--- config.mk ---
export PLATFORM = sky130hd
export DESIGN_NAME = sprite_frame_sequencer
export DESIGN_NICKNAME = d
export VERILOG_FILES = /design/src/sfs_pkg.sv /design/src/sfs_ram.sv /design/src/sfs_datapath.sv /design/src/sfs_ctrl.sv /design/src/sprite_frame_sequencer.sv
export SDC_FILE = /design/constraint.sdc
export NUM_CORES = 2
export LEC_CHECK = 0
export ABC_AREA = 1
export BUFFER_PORTS_ARGS = -buffer_cell sky130_fd_sc_hd__buf_2
export CAP_MARGIN = 20
export CORE_MARGIN = 2
export CORE_UTILIZATION = 35
export DETAILED_ROUTE_END_ITERATION = 8
export PLACE_DENSITY_LB_ADDON = 0.12
export REMOVE_ABC_BUFFERS = 1
export SLEW_MARGIN = 20
export SYNTH_ARGS = -nofsm -noshare
export SYNTH_HDL_FRONTEND = slang
export SYNTH_SLANG_ARGS = --single-unit
export TNS_END_PERCENT = 100
--- constraint.sdc ---
create_clock -name clk -period 14.56 [get_ports clk]
set_input_delay 1.456 -clock clk [delete_from_list [all_inputs] [get_ports clk]]
set_output_delay 1.456 -clock clk [all_outputs]
set_load 0.02 [all_outputs]
--- src/sfs_pkg.sv ---
// Shared constants, codes and types of the sprite frame sequencer.
package sfs_pkg;

	localparam int MAX_FRAMES     = 256;
	localparam int IMAGE_DIM_BITS = 12;

	localparam int DIM_W      = IMAGE_DIM_BITS;
	localparam int FRAME_W    = 8;
	localparam int FC_W       = FRAME_W + 1;
	localparam int CELL_W     = 12;
	localparam int DVS_W      = 7;
	localparam int DIV_W      = (DIM_W > CELL_W) ? DIM_W : CELL_W;
	localparam int DIV_CNT_W  = $clog2(DIV_W);
	localparam int TBL_AW     = $clog2(MAX_FRAMES);
	localparam int CFG_IDX_W  = 3;
	localparam int CFG_DATA_W = 9;

	localparam logic [CFG_IDX_W-1:0] REG_ANIM_MODE      = CFG_IDX_W'(0);
	localparam logic [CFG_IDX_W-1:0] REG_PLAY_DIRECTION = CFG_IDX_W'(1);
	localparam logic [CFG_IDX_W-1:0] REG_FRAME_COUNT    = CFG_IDX_W'(2);
	localparam logic [CFG_IDX_W-1:0] REG_GRID_COLS      = CFG_IDX_W'(3);
	localparam logic [CFG_IDX_W-1:0] REG_GRID_ROWS      = CFG_IDX_W'(4);
	localparam logic [CFG_IDX_W-1:0] REG_OWN_FLIP_H     = CFG_IDX_W'(5);
	localparam logic [CFG_IDX_W-1:0] REG_OWN_FLIP_V     = CFG_IDX_W'(6);

	localparam logic [1:0] MODE_IMAGE = 2'd0;
	localparam logic [1:0] MODE_GRID  = 2'd1;
	localparam logic [1:0] MODE_SEQ   = 2'd2;

	localparam logic [1:0] DIR_FWD = 2'd0;
	localparam logic [1:0] DIR_BWD = 2'd1;

	typedef enum logic [1:0] {
		ACT_TICK  = 2'd0,
		ACT_DRAW  = 2'd1,
		ACT_SET   = 2'd2,
		ACT_WRITE = 2'd3
	} action_t;

	typedef enum logic [2:0] {
		ST_IDLE,
		ST_READ,
		ST_SETUP,
		ST_DIV,
		ST_MUL,
		ST_DONE
	} state_t;

	typedef struct packed {
		action_t             action;
		logic [FRAME_W-1:0]  frame_number;
		logic [CELL_W-1:0]   cell_value;
		logic [DIM_W-1:0]    image_width;
		logic [DIM_W-1:0]    image_height;
		logic                actor_mirror_h;
		logic                actor_mirror_v;
	} item_t;

	typedef struct packed {
		logic [FRAME_W-1:0] shown_frame;
		logic [DIM_W-1:0]   src_x;
		logic [DIM_W-1:0]   src_y;
		logic [DIM_W-1:0]   cell_width;
		logic [DIM_W-1:0]   cell_height;
		logic               flip_h;
		logic               flip_v;
		logic               finished;
	} result_t;

	typedef struct packed {
		logic capture;
		logic setup;
		logic div_step;
		logic mul;
		logic out_load;
	} dp_cmd_t;

	typedef struct packed {
		logic div_last;
	} dp_status_t;

endpackage

--- src/sfs_ram.sv ---
// Generic single-write, single-read RAM with registered read data.
module sfs_ram #(
	parameter int WIDTH = 12,
	parameter int DEPTH = 256
) (
	input  logic                     clk,
	input  logic                     we,
	input  logic [$clog2(DEPTH)-1:0] waddr,
	input  logic [WIDTH-1:0]         wdata,
	input  logic [$clog2(DEPTH)-1:0] raddr,
	output logic [WIDTH-1:0]         rdata
);

	logic [WIDTH-1:0] mem_q [DEPTH];
	logic [WIDTH-1:0] rdata_q;

	always_ff @(posedge clk) begin
		if (we) begin
			mem_q[waddr] <= wdata;
		end
		rdata_q <= mem_q[raddr];
	end

	assign rdata = rdata_q;

endmodule

--- src/sfs_datapath.sv ---
// Datapath: configuration, current frame, cell table, divider lanes and result register.
module sfs_datapath (
	input  logic                            clk,
	input  logic                            arst_n,
	input  logic                            cfg_we,
	input  logic [sfs_pkg::CFG_IDX_W-1:0]   cfg_index,
	input  logic [sfs_pkg::CFG_DATA_W-1:0]  cfg_data,
	input  sfs_pkg::item_t                  item,
	input  sfs_pkg::dp_cmd_t                cmd,
	output sfs_pkg::dp_status_t             status,
	output sfs_pkg::result_t                result
);

	localparam int PX_W = sfs_pkg::DVS_W + sfs_pkg::DIM_W;
	localparam int PY_W = sfs_pkg::DIV_W + sfs_pkg::DIM_W;
	localparam int LANE_W = sfs_pkg::DVS_W + sfs_pkg::DIV_W;
	localparam logic [sfs_pkg::FRAME_W-1:0] FRAME_MAX = '1;
	localparam logic [sfs_pkg::DIM_W-1:0] DIM_MAX = '1;

	function automatic logic [LANE_W-1:0] div_step(
		input logic [sfs_pkg::DVS_W-1:0] rem,
		input logic [sfs_pkg::DIV_W-1:0] num,
		input logic [sfs_pkg::DVS_W-1:0] dvs
	);
		logic [sfs_pkg::DVS_W:0] trial;
		logic [sfs_pkg::DVS_W:0] diff;
		trial = {rem, num[sfs_pkg::DIV_W-1]};
		diff  = trial - {1'b0, dvs};
		if (trial >= {1'b0, dvs}) begin
			return {diff[sfs_pkg::DVS_W-1:0], num[sfs_pkg::DIV_W-2:0], 1'b1};
		end
		return {trial[sfs_pkg::DVS_W-1:0], num[sfs_pkg::DIV_W-2:0], 1'b0};
	endfunction

	logic [1:0]                   mode_q;
	logic [1:0]                   dir_q;
	logic [sfs_pkg::FC_W-1:0]     frame_count_q;
	logic [sfs_pkg::DVS_W-1:0]    grid_cols_q;
	logic [sfs_pkg::DVS_W-1:0]    grid_rows_q;
	logic                         own_flip_h_q;
	logic                         own_flip_v_q;

	logic [sfs_pkg::FRAME_W-1:0]  cur_q;
	logic                         fin_q;
	logic [sfs_pkg::DIM_W-1:0]    iw_q;
	logic [sfs_pkg::DIM_W-1:0]    ih_q;
	logic                         flip_h_q;
	logic                         flip_v_q;

	logic [sfs_pkg::DIV_W-1:0]    num_w_q, num_h_q, num_c_q;
	logic [sfs_pkg::DVS_W-1:0]    rem_w_q, rem_h_q, rem_c_q;
	logic [sfs_pkg::DIV_CNT_W-1:0] cnt_q;
	logic [PX_W-1:0]              prod_x_q;
	logic [PY_W-1:0]              prod_y_q;
	sfs_pkg::result_t             res_q;

	logic [sfs_pkg::FC_W-1:0]     fc_m1;
	logic [sfs_pkg::FRAME_W-1:0]  last_frame;
	logic [sfs_pkg::FRAME_W-1:0]  next_frame;
	logic                         next_fin;
	logic                         tbl_we;
	logic [sfs_pkg::CELL_W-1:0]   tbl_rdata;
	logic                         rd_ok;
	logic [sfs_pkg::CELL_W-1:0]   cell_idx;
	logic [LANE_W-1:0]            step_w, step_h, step_c;
	logic                         grid_mode;
	logic                         grid_ok;
	logic [sfs_pkg::DIM_W-1:0]    sat_x, sat_y;
	sfs_pkg::result_t             res_d;

	always_ff @(posedge clk or negedge arst_n) begin
		if (!arst_n) begin
			mode_q        <= sfs_pkg::MODE_IMAGE;
			dir_q         <= sfs_pkg::DIR_FWD;
			frame_count_q <= '0;
			grid_cols_q   <= sfs_pkg::DVS_W'(1);
			grid_rows_q   <= sfs_pkg::DVS_W'(1);
			own_flip_h_q  <= 1'b0;
			own_flip_v_q  <= 1'b0;
		end else if (cfg_we) begin
			unique case (cfg_index)
				sfs_pkg::REG_ANIM_MODE:      mode_q        <= cfg_data[1:0];
				sfs_pkg::REG_PLAY_DIRECTION: dir_q         <= cfg_data[1:0];
				sfs_pkg::REG_FRAME_COUNT:    frame_count_q <= cfg_data[sfs_pkg::FC_W-1:0];
				sfs_pkg::REG_GRID_COLS:      grid_cols_q   <= cfg_data[sfs_pkg::DVS_W-1:0];
				sfs_pkg::REG_GRID_ROWS:      grid_rows_q   <= cfg_data[sfs_pkg::DVS_W-1:0];
				sfs_pkg::REG_OWN_FLIP_H:     own_flip_h_q  <= cfg_data[0];
				sfs_pkg::REG_OWN_FLIP_V:     own_flip_v_q  <= cfg_data[0];
				default: ;
			endcase
		end
	end

	assign fc_m1 = frame_count_q - 1'b1;

	always_comb begin
		if (frame_count_q == '0) begin
			last_frame = '0;
		end else if (fc_m1 > {1'b0, FRAME_MAX}) begin
			last_frame = FRAME_MAX;
		end else begin
			last_frame = fc_m1[sfs_pkg::FRAME_W-1:0];
		end
	end

	always_comb begin
		next_frame = cur_q;
		next_fin   = 1'b0;
		unique case (item.action)
			sfs_pkg::ACT_TICK: begin
				if (dir_q == sfs_pkg::DIR_FWD) begin
					if (cur_q >= last_frame) begin
						next_frame = '0;
						next_fin   = 1'b1;
					end else begin
						next_frame = cur_q + 1'b1;
					end
				end else if (dir_q == sfs_pkg::DIR_BWD) begin
					if (cur_q == '0) begin
						next_frame = last_frame;
						next_fin   = 1'b1;
					end else begin
						next_frame = cur_q - 1'b1;
					end
				end
			end
			sfs_pkg::ACT_DRAW:  next_frame = item.frame_number;
			sfs_pkg::ACT_SET: begin
				next_frame = ({1'b0, item.frame_number} < frame_count_q) ?
					item.frame_number : '0;
			end
			sfs_pkg::ACT_WRITE: next_frame = cur_q;
		endcase
	end

	always_ff @(posedge clk or negedge arst_n) begin
		if (!arst_n) begin
			cur_q <= '0;
		end else if (cmd.capture) begin
			cur_q <= next_frame;
		end
	end

	always_ff @(posedge clk) begin
		if (cmd.capture) begin
			fin_q    <= next_fin;
			iw_q     <= item.image_width;
			ih_q     <= item.image_height;
			flip_h_q <= own_flip_h_q ^ item.actor_mirror_h;
			flip_v_q <= own_flip_v_q ^ item.actor_mirror_v;
		end
	end

	assign tbl_we = cmd.capture && (item.action == sfs_pkg::ACT_WRITE) &&
		(32'(item.frame_number) < 32'(sfs_pkg::MAX_FRAMES));

	sfs_ram #(
		.WIDTH (sfs_pkg::CELL_W),
		.DEPTH (sfs_pkg::MAX_FRAMES)
	) u_cell_ram (
		.clk   (clk),
		.we    (tbl_we),
		.waddr (sfs_pkg::TBL_AW'(item.frame_number)),
		.wdata (item.cell_value),
		.raddr (sfs_pkg::TBL_AW'(cur_q)),
		.rdata (tbl_rdata)
	);

	assign rd_ok    = 32'(cur_q) < 32'(sfs_pkg::MAX_FRAMES);
	assign cell_idx = (mode_q == sfs_pkg::MODE_SEQ) ? (rd_ok ? tbl_rdata : '0) :
		sfs_pkg::CELL_W'(cur_q);

	assign step_w = div_step(rem_w_q, num_w_q, grid_cols_q);
	assign step_h = div_step(rem_h_q, num_h_q, grid_rows_q);
	assign step_c = div_step(rem_c_q, num_c_q, grid_cols_q);

	always_ff @(posedge clk) begin
		if (cmd.setup) begin
			num_w_q <= sfs_pkg::DIV_W'(iw_q);
			num_h_q <= sfs_pkg::DIV_W'(ih_q);
			num_c_q <= sfs_pkg::DIV_W'(cell_idx);
			rem_w_q <= '0;
			rem_h_q <= '0;
			rem_c_q <= '0;
			cnt_q   <= '0;
		end else if (cmd.div_step) begin
			{rem_w_q, num_w_q} <= step_w;
			{rem_h_q, num_h_q} <= step_h;
			{rem_c_q, num_c_q} <= step_c;
			cnt_q              <= cnt_q + 1'b1;
		end
	end

	assign status.div_last = (cnt_q == sfs_pkg::DIV_CNT_W'(sfs_pkg::DIV_W - 1));

	always_ff @(posedge clk) begin
		if (cmd.mul) begin
			prod_x_q <= PX_W'(rem_c_q) * PX_W'(num_w_q[sfs_pkg::DIM_W-1:0]);
			prod_y_q <= PY_W'(num_c_q) * PY_W'(num_h_q[sfs_pkg::DIM_W-1:0]);
		end
	end

	assign sat_x = (prod_x_q > PX_W'(DIM_MAX)) ? DIM_MAX : prod_x_q[sfs_pkg::DIM_W-1:0];
	assign sat_y = (prod_y_q > PY_W'(DIM_MAX)) ? DIM_MAX : prod_y_q[sfs_pkg::DIM_W-1:0];
	assign grid_mode = (mode_q == sfs_pkg::MODE_GRID) || (mode_q == sfs_pkg::MODE_SEQ);
	assign grid_ok   = (grid_cols_q != '0) && (grid_rows_q != '0);

	always_comb begin
		res_d.shown_frame = cur_q;
		res_d.flip_h      = flip_h_q;
		res_d.flip_v      = flip_v_q;
		res_d.finished    = fin_q;
		if (grid_mode && grid_ok) begin
			res_d.src_x       = sat_x;
			res_d.src_y       = sat_y;
			res_d.cell_width  = num_w_q[sfs_pkg::DIM_W-1:0];
			res_d.cell_height = num_h_q[sfs_pkg::DIM_W-1:0];
		end else if (grid_mode) begin
			res_d.src_x       = '0;
			res_d.src_y       = '0;
			res_d.cell_width  = '0;
			res_d.cell_height = '0;
		end else begin
			res_d.src_x       = '0;
			res_d.src_y       = '0;
			res_d.cell_width  = iw_q;
			res_d.cell_height = ih_q;
		end
	end

	always_ff @(posedge clk) begin
		if (cmd.out_load) begin
			res_q <= res_d;
		end
	end

	assign result = res_q;

endmodule

--- src/sfs_ctrl.sv ---
// Controller: sequences capture, table read, division, multiply and result hand-off.
module sfs_ctrl (
	input  logic                 clk,
	input  logic                 arst_n,
	input  logic                 item_valid,
	output logic                 item_stall,
	output logic                 result_valid,
	input  logic                 result_stall,
	input  sfs_pkg::dp_status_t  status,
	output sfs_pkg::dp_cmd_t     cmd
);

	sfs_pkg::state_t state_q, state_d;
	logic            valid_q;

	always_ff @(posedge clk or negedge arst_n) begin
		if (!arst_n) begin
			state_q <= sfs_pkg::ST_IDLE;
		end else begin
			state_q <= state_d;
		end
	end

	assign item_stall = (state_q != sfs_pkg::ST_IDLE);

	always_comb begin
		state_d = state_q;
		cmd     = '0;
		unique case (state_q)
			sfs_pkg::ST_IDLE: begin
				if (item_valid) begin
					cmd.capture = 1'b1;
					state_d     = sfs_pkg::ST_READ;
				end
			end
			sfs_pkg::ST_READ:  state_d = sfs_pkg::ST_SETUP;
			sfs_pkg::ST_SETUP: begin
				cmd.setup = 1'b1;
				state_d   = sfs_pkg::ST_DIV;
			end
			sfs_pkg::ST_DIV: begin
				cmd.div_step = 1'b1;
				if (status.div_last) begin
					state_d = sfs_pkg::ST_MUL;
				end
			end
			sfs_pkg::ST_MUL: begin
				cmd.mul = 1'b1;
				state_d = sfs_pkg::ST_DONE;
			end
			sfs_pkg::ST_DONE: begin
				if (!valid_q || !result_stall) begin
					cmd.out_load = 1'b1;
					state_d      = sfs_pkg::ST_IDLE;
				end
			end
			default: state_d = sfs_pkg::ST_IDLE;
		endcase
	end

	always_ff @(posedge clk or negedge arst_n) begin
		if (!arst_n) begin
			valid_q <= 1'b0;
		end else if (cmd.out_load) begin
			valid_q <= 1'b1;
		end else if (!result_stall) begin
			valid_q <= 1'b0;
		end
	end

	assign result_valid = valid_q;

	a_no_overwrite: assert property (@(posedge clk) disable iff (!arst_n)
		(valid_q && result_stall) |=> valid_q)
		else $error("pending word dropped");

	a_capture_read: assert property (@(posedge clk) disable iff (!arst_n)
		cmd.capture |=> (state_q == sfs_pkg::ST_READ))
		else $error("capture not followed by table read");

	a_div_length: assert property (@(posedge clk) disable iff (!arst_n)
		(state_q == sfs_pkg::ST_SETUP) |-> ##(sfs_pkg::DIV_W + 1)
		(state_q == sfs_pkg::ST_MUL))
		else $error("divider ran wrong number of steps");

endmodule

--- src/sprite_frame_sequencer.sv ---
// Top level of the sprite frame sequencer: controller plus datapath.
//
// Use: configuration is written through cfg_we / cfg_index / cfg_data while the
// block is idle; indexes are anim_mode, play_direction, frame_count, grid_cols,
// grid_rows, own_flip_h, own_flip_v, and other indexes are ignored.
// The item channel (item_valid / item_stall / item) takes one word per action:
// tick, draw frame, set frame or write a cell table entry. Every accepted word
// yields exactly one word on the result channel (result_valid / result_stall /
// result): the shown frame, its source rectangle, the mirror flags and the wrap flag.
// Each word passes through capture, table read, divider setup, twelve steps of a
// three-lane restoring divider (one quotient bit per cycle), multiply and result
// load; the next word is taken only after the result load, once the block is idle.
// The result register parts the two sides: the next word is taken while a
// result still waits. If the receiver stalls, the result holds and the block
// stops after finishing the next word until the pending one is taken.
// Reset clears the configuration to its defaults and the current frame to 0.
// The cell table is not cleared; entries must be written before mode 2 reads them.
module sprite_frame_sequencer (
	input  logic                            clk,
	input  logic                            arst_n,
	input  logic                            cfg_we,
	input  logic [sfs_pkg::CFG_IDX_W-1:0]   cfg_index,
	input  logic [sfs_pkg::CFG_DATA_W-1:0]  cfg_data,
	input  logic                            item_valid,
	output logic                            item_stall,
	input  sfs_pkg::item_t                  item,
	output logic                            result_valid,
	input  logic                            result_stall,
	output sfs_pkg::result_t                result
);

	sfs_pkg::dp_cmd_t    cmd;
	sfs_pkg::dp_status_t status;

	sfs_ctrl u_ctrl (
		.clk          (clk),
		.arst_n       (arst_n),
		.item_valid   (item_valid),
		.item_stall   (item_stall),
		.result_valid (result_valid),
		.result_stall (result_stall),
		.status       (status),
		.cmd          (cmd)
	);

	sfs_datapath u_datapath (
		.clk       (clk),
		.arst_n    (arst_n),
		.cfg_we    (cfg_we),
		.cfg_index (cfg_index),
		.cfg_data  (cfg_data),
		.item      (item),
		.cmd       (cmd),
		.status    (status),
		.result    (result)
	);

endmodule

; Yosys cells after proc, flatten, opt, wreduce, memory -nomap -nowiden
; Memory sizes are Yosys's and may differ from the RTL's. A register that Yosys moved wholly into a read port is not among the register bits.
; Cells that the tools add are included.
; W data, S select, Z words.
[totals]
mem_bits_rw = 3072
input_bits = 65
latchBits = 0
wordCells = 149
register_bits = 231
memories = 1
output_inout_bits = 61
romBits = 0
[memory_table]
columns = name, words, word_bits, rd, rd_ports_with_merged_regs, write_ports, line_no
row1 = u_datapath.u_cell_ram.mem_q, 256, 12, 1, 1, 1, sfs_ram.sv:14  ; logic [WIDTH-1:0] mem_q [DEPTH];
[op_classes]
magnitude_cmp = 8
n_addsub = 7
n_reduce_logical = 26
n_bitwise = 3
multipliers = 2
eq_ne = 23
mux = 47
shift = 0
n_div = 0
[ops]
columns = cell, n
row1 = $mux W19, 6
row2 = $mux W12, 9
row3 = $mux W8, 7
row4 = $mux W48, 1
row5 = $ge A8 B7 Y1, 3
row6 = $gt A24 B12 Y1 const B, 1
row7 = $mul A12 B12 Y24, 1
row8 = $mux W24, 1
row9 = $pmux W8 S3, 1
row10 = $sub A7 B7 Y7, 3
row11 = $gt A19 B12 Y1 const B, 1
row12 = $mul A7 B12 Y19, 1
row13 = $mux W1, 18
row14 = $pmux W3 S6, 1
row15 = $eq A3 B3 Y1 const B, 5
row16 = $reduce_and A2 Y1, 7
row17 = $reduce_bool A7 Y1, 2
row18 = $eq A3 B2 Y1 const B, 4
row19 = $gt A9 B8 Y1 const B, 1
row20 = $logic_not A9 Y1, 1
row21 = $lt A8 B9 Y1, 1
row22 = $mux W3, 3
row23 = $sub A9 B1 Y9 const B, 1
row24 = $add A8 B1 Y8 const B, 1
row25 = 21 further kinds, 36

; Depth between registers and ports, before layout
[logic_depth]
word_depth = 8
ltp_mapped = 21
ltp_nobuf = 21

; Modules after synthesis
; Synthesis repeated with hierarchy kept, for this count alone.
[hier_totals]
cells_unflattened = 12414
hier_area_um2 = 143229.9
[modules_own_cells]
columns = module, cells_per_inst, seq_area_each_um2, area_per_inst_um2, instances
row1 = sfs_ram, 10311, 92488.7, 124881.0, 1
row2 = sfs_datapath, 2067, 6383.6, 18104.9, 1
row3 = sfs_ctrl, 36, 100.1, 244.0, 1

; Worst setup path after synthesis
; No wires, ideal clock.
[synth_path]
kind = input -> register
startpoint = in result_stall
endpoint = reg u_datapath.res_q, in the netlist u_datapath.result[0] (enable)
t_arrival_ps = 4348
cell_stages = 1
t_required_ps = 14064
slack_ps = 9716
path_cell_list = a21oi_1
[synth_via]
elab_chain_len = 4
[synth_lines]
columns = element, line_no
row1 = from (decl), sprite_frame_sequencer.sv:28  ; input logic result_stall,
row2 = $logic_not A1 Y1, sfs_ctrl.sv:52  ; if (!valid_q || !result_stall) begin
row3 = $logic_or A1 B1 Y1, sfs_ctrl.sv:52
row4 = $mux W1, sfs_ctrl.sv:52
row5 = $mux W1, sfs_ctrl.sv:29  ; unique case (state_q)
row6 = to (signal assigned), sfs_datapath.sv:233  ; res_q <= res_d;
row7 = to (decl), sfs_datapath.sv:55  ; sfs_pkg::result_t res_q;
; Every way passes these cells.
; A chain may end at the register's enable or synchronous reset.

==> flow_summary.yaml <==
timing:
  holdWs_ns: 0.4291
  slew_viol_final: 0
  unrepaired_setup_endpoints_after_global_routing: "no"
  finalClockSkew_ns: 0.06603
  report.final.hold_viol_count: 0
  fin_crit_sh_pct: 38.90
  max_freq_ghz: 0.1766
  timing.final.setup_violations: 0
  worst_setup_margin_ns: 8.896
  tightestPinTransition_ns: 1.213
  layout_min_cycle_time_ns: 5.664
  timing.max_slew.rel_slack_pct: 19.14
cts:
  post-cts-setup-buffers: 0
  htree_levels: 5
  cts_tree: "yes"
  clock-sinks: 3315
  cts.hold.buffers_added: 0
  clock_path_buffers: 4
  clock_insertion_delay_worst_skew_ns: 0.98
  cts.root.buffer_cell: "sky130_fd_sc_hd__clkbuf_16"
  cts_inserted_buffers: 375
  postCtsResizedCells: 0
  worst_setup_hold_path_clk_slew_ns: 0.06
die:
  initial_utilization_pct: 35.17
  pin_count: 126
  die_height_um: 637.5
  die-area_mm2: 0.4064
  std_cell_rows: 232
  coreArea_mm2: 0.3994
  dieWidth_um: 637.5
route:
  routed_via_count: 92790
  routed_len_inst_um: 26.41
  detail_route.iter0.violations: 9460
  final_antenna_net_count: 0
  drt-vias-per-instance: 5.394
  drcViolationCount: 0
  drt-pass1-iter-count: 6
  route.final.wire_length_mm: 454.4
worst_setup_path:
  timing.critical_path.cells: "inv_8 > buf_12 > buf_4 > buf_4 > nand2_1 > nand3_1 > nand3_1 > nand2_1 > a21oi_1 > a21oi_1 > nand2_1 > nand3_1 > nand3_1 > nand3_1"
  crit-reg2reg-capture: "u_datapath.u_cell_ram.rdata[5]"
  critical_path_arrival_ns: 6.56
  r2r.worst_path.cells: 14
  capturing_element_type_of_the_critical_path: "flop"
  timing.critical_path.mode_cell: "sky130_fd_sc_hd__nand3_1"
  worst-path-stages: 14
  worst-path-buf-inv: 4
  regToRegStartpoint: "u_datapath.cur_q[0]"
  critPathTopFamily: "buffers and inverters"
  crit_path_max_incr_delay_ns: 0.70
  worst_path_max_delay_cell: "sky130_fd_sc_hd__dfrtp_4"
  path_max_fanout: 153
  timing.critical_path.from_type: "flop"
  worst_ep_required_time_ns: 15.45
  reg2reg_setup_slack_ns: 8.90
  worst-setup-path-type: "reg2reg"
pwr:
  leakage_nw: 54.09
  finalPower_mw: 39.72
  power_density_mw_per_mm2: 250.0
  irDropWorstVdd_mv: 0.7722
global_routing:
  grt-ovfl-total: 0
  track_usage_pct: 21.79
  vias_in_the_first_global_route: 89740
  grt_antenna_before_repair: 28
  grt_start_max_net_pins: 177
  grt_first_pass_wirelength_mm: 654.7
logic_synthesis:
  ys_types: 47
  fraction_of_the_yosys_area_taken_by_sequential_cells_pct: 70.46
  synth.largest_area_cell: "sky130_fd_sc_hd__edfxtp_1"
  fraction_of_registers_with_async_set_reset_pct: 1.237
  synth.yosys.warnings: 0
  synthesis.area_mm2: 0.1405
  synth_edf_count: 3237
  ffs_latches_synth: 3315
  synth.avg_cell_area_um2: 12.14
  synth_cells: 11570
  post-synth-top-count-cell: "sky130_fd_sc_hd__edfxtp_1"
  synth.top_cell.area_share_pct: 69.20
  synth_ff_type: "sky130_fd_sc_hd__edfxtp_1"
  netlist_top_cells_count: "sky130_fd_sc_hd__edfxtp_1, sky130_fd_sc_hd__nor2_1, sky130_fd_sc_hd__o21ai_0"
  synthTopCellsByArea: "sky130_fd_sc_hd__edfxtp_1, sky130_fd_sc_hd__nor2_1, sky130_fd_sc_hd__o21ai_0"
place:
  placement_stage_worst_setup_slack_ns: 8.961
  port-buffer-count: 125
  finalWeightedCongestion: 0.8307
  detailed_place_hpwl_mm: 261.7
  placedInstanceArea_mm2: 0.1472
worst_hold_path:
  min_to: "u_datapath.result[1]"
  worst_hold_path_type: "reg2reg"
  hold_path_startpoint: "u_datapath.flip_v_q"
  timing.hold.worst_path_depth: 0
status:
  status: "completed"
flow_run:
  cap_violations: 0
layout:
  layout.cell_area.non_filler_mm2: 0.1589
  final_nets: 11990
  syn_to_final_growth_pct: 13.14
  layout-drive-gt1-share_pct: 9.179
[per-layer routing]
metal,share of wire (%),global-route usage [%],vias up
met5,0.0029,0,-
li1,-,-,41610
met1,45,31.11,47560
met4,3.1,6.313,2
met2,46,34.83,2979
met3,5.8,2.737,639
[final cells by class]
class / count / area, µm²
Clock inverter: 209 / 1824
Multi-Input combinational cell: 6992 / 36380
Inverter: 505 / 1928
Antenna cell: 10 / 25.02
Fill cell: 37830 / 240500
Clock buffer: 470 / 9868
Tap cell: 5265 / 6588
Sequential cell: 3315 / 99000
Timing Repair Buffer: 438 / 3316
[state kept, by name, indices dropped and copies added (netlist names), 2 cells and up]
| signal | cells |
|---|---|
| u_datapath.num_w_q | 12 |
| u_datapath.rem_w_q | 7 |
| u_datapath.frame_count_q | 9 |
| u_datapath.num_c_q | 12 |
| u_datapath.ih_q | 12 |
| u_datapath.u_cell_ram.mem_q | 3072 |
| u_datapath.prod_y_q | 24 |
| u_datapath.prod_x_q | 19 |
| u_datapath.grid_cols_q | 7 |
| u_datapath.rem_h_q | 7 |
| u_ctrl.state_q | 3 |
| u_datapath.u_cell_ram.rdata | 12 |
| u_datapath.grid_rows_q | 7 |
| u_datapath.dir_q | 2 |
| u_datapath.num_h_q | 12 |
| u_datapath.iw_q | 12 |
| u_datapath.result | 59 |
| u_datapath.mode_q | 2 |
| u_datapath.rem_c_q | 7 |
| u_datapath.cnt_q | 4 |
| u_datapath.cur_q | 8 |
[cell usage in the layout (no fill, tap or decap), types with 20 or more instances in the layout]
cell type / count
sky130_fd_sc_hd__edfxtp_1: 3237
sky130_fd_sc_hd__nor2_1: 2149
sky130_fd_sc_hd__o21ai_0: 1659
sky130_fd_sc_hd__nand2_1: 1120
sky130_fd_sc_hd__inv_1: 494
sky130_fd_sc_hd__nand3_1: 483
sky130_fd_sc_hd__clkbuf_16: 381
sky130_fd_sc_hd__o211ai_1: 351
sky130_fd_sc_hd__o22ai_1: 346
sky130_fd_sc_hd__buf_4: 295
sky130_fd_sc_hd__a21oi_1: 216
sky130_fd_sc_hd__fa_1: 152
sky130_fd_sc_hd__ha_1: 145
sky130_fd_sc_hd__buf_2: 113
sky130_fd_sc_hd__clkinv_1: 91
sky130_fd_sc_hd__clkbuf_1: 89
sky130_fd_sc_hd__nor2_2: 85
sky130_fd_sc_hd__clkinv_2: 61
sky130_fd_sc_hd__xor2_1: 40
sky130_fd_sc_hd__o221ai_1: 38
sky130_fd_sc_hd__dfxtp_1: 37
sky130_fd_sc_hd__nand4_1: 34
sky130_fd_sc_hd__nand2_2: 32
sky130_fd_sc_hd__dfrtp_1: 32
sky130_fd_sc_hd__a31oi_1: 30
sky130_fd_sc_hd__bufinv_16: 24
sky130_fd_sc_hd__nor3_1: 20
[kinds of logic (layout without fill, tap and decap cells)]
family,Yosys count,after routing,synth area share [%]
adders and majority gates,297,297,3.458
other,0,10,0
DFF,3315,3315,70.46
AOI/OAI and AO/OA,2677,2677,10.63
and+or+nand+nor,3962,3962,11.23
xor gates and xnor gates,56,56,0.3492
buffers and inverters,1262,1622,3.863
[stage by stage]
stage | util [%] | std cells | TNS, ns
2_1_floorplan | - | 10810 | -1710.90
3_3_place_gp | 36.82 | 16510 | 0
3_5_place_dp | 36.85 | 16510 | 0
4_1_cts | 39.77 | 17190 | 0
5_1_grt | 39.78 | 17200 | 0
6_report | 39.79 | 17200 | 0
[worst max path at each step]
stage                              from                               to  slack (ns)
floorplan           u_datapath.cur_q[0]  u_datapath.u_cell_ram.rdata[10]      -76.59
global placement    u_datapath.cur_q[1]   u_datapath.u_cell_ram.rdata[3]        8.91
detailed placement  u_datapath.cur_q[1]   u_datapath.u_cell_ram.rdata[3]        8.96
CTS                 u_datapath.cur_q[0]   u_datapath.u_cell_ram.rdata[5]        8.92
global route        u_datapath.cur_q[0]   u_datapath.u_cell_ram.rdata[3]        8.70
finish              u_datapath.cur_q[0]   u_datapath.u_cell_ram.rdata[5]        8.90
[report_power, final]
| part | leakage [nW] | internal, mW | switching, mW |
|---|---|---|---|
| clock network | 5.71 | 5.23 | 3.93 |
| logic | 18.5 | 5.91 | 12.8 |
| registers | 29.9 | 11.3 | 0.539 |
(Power assumes the default switching activity.)
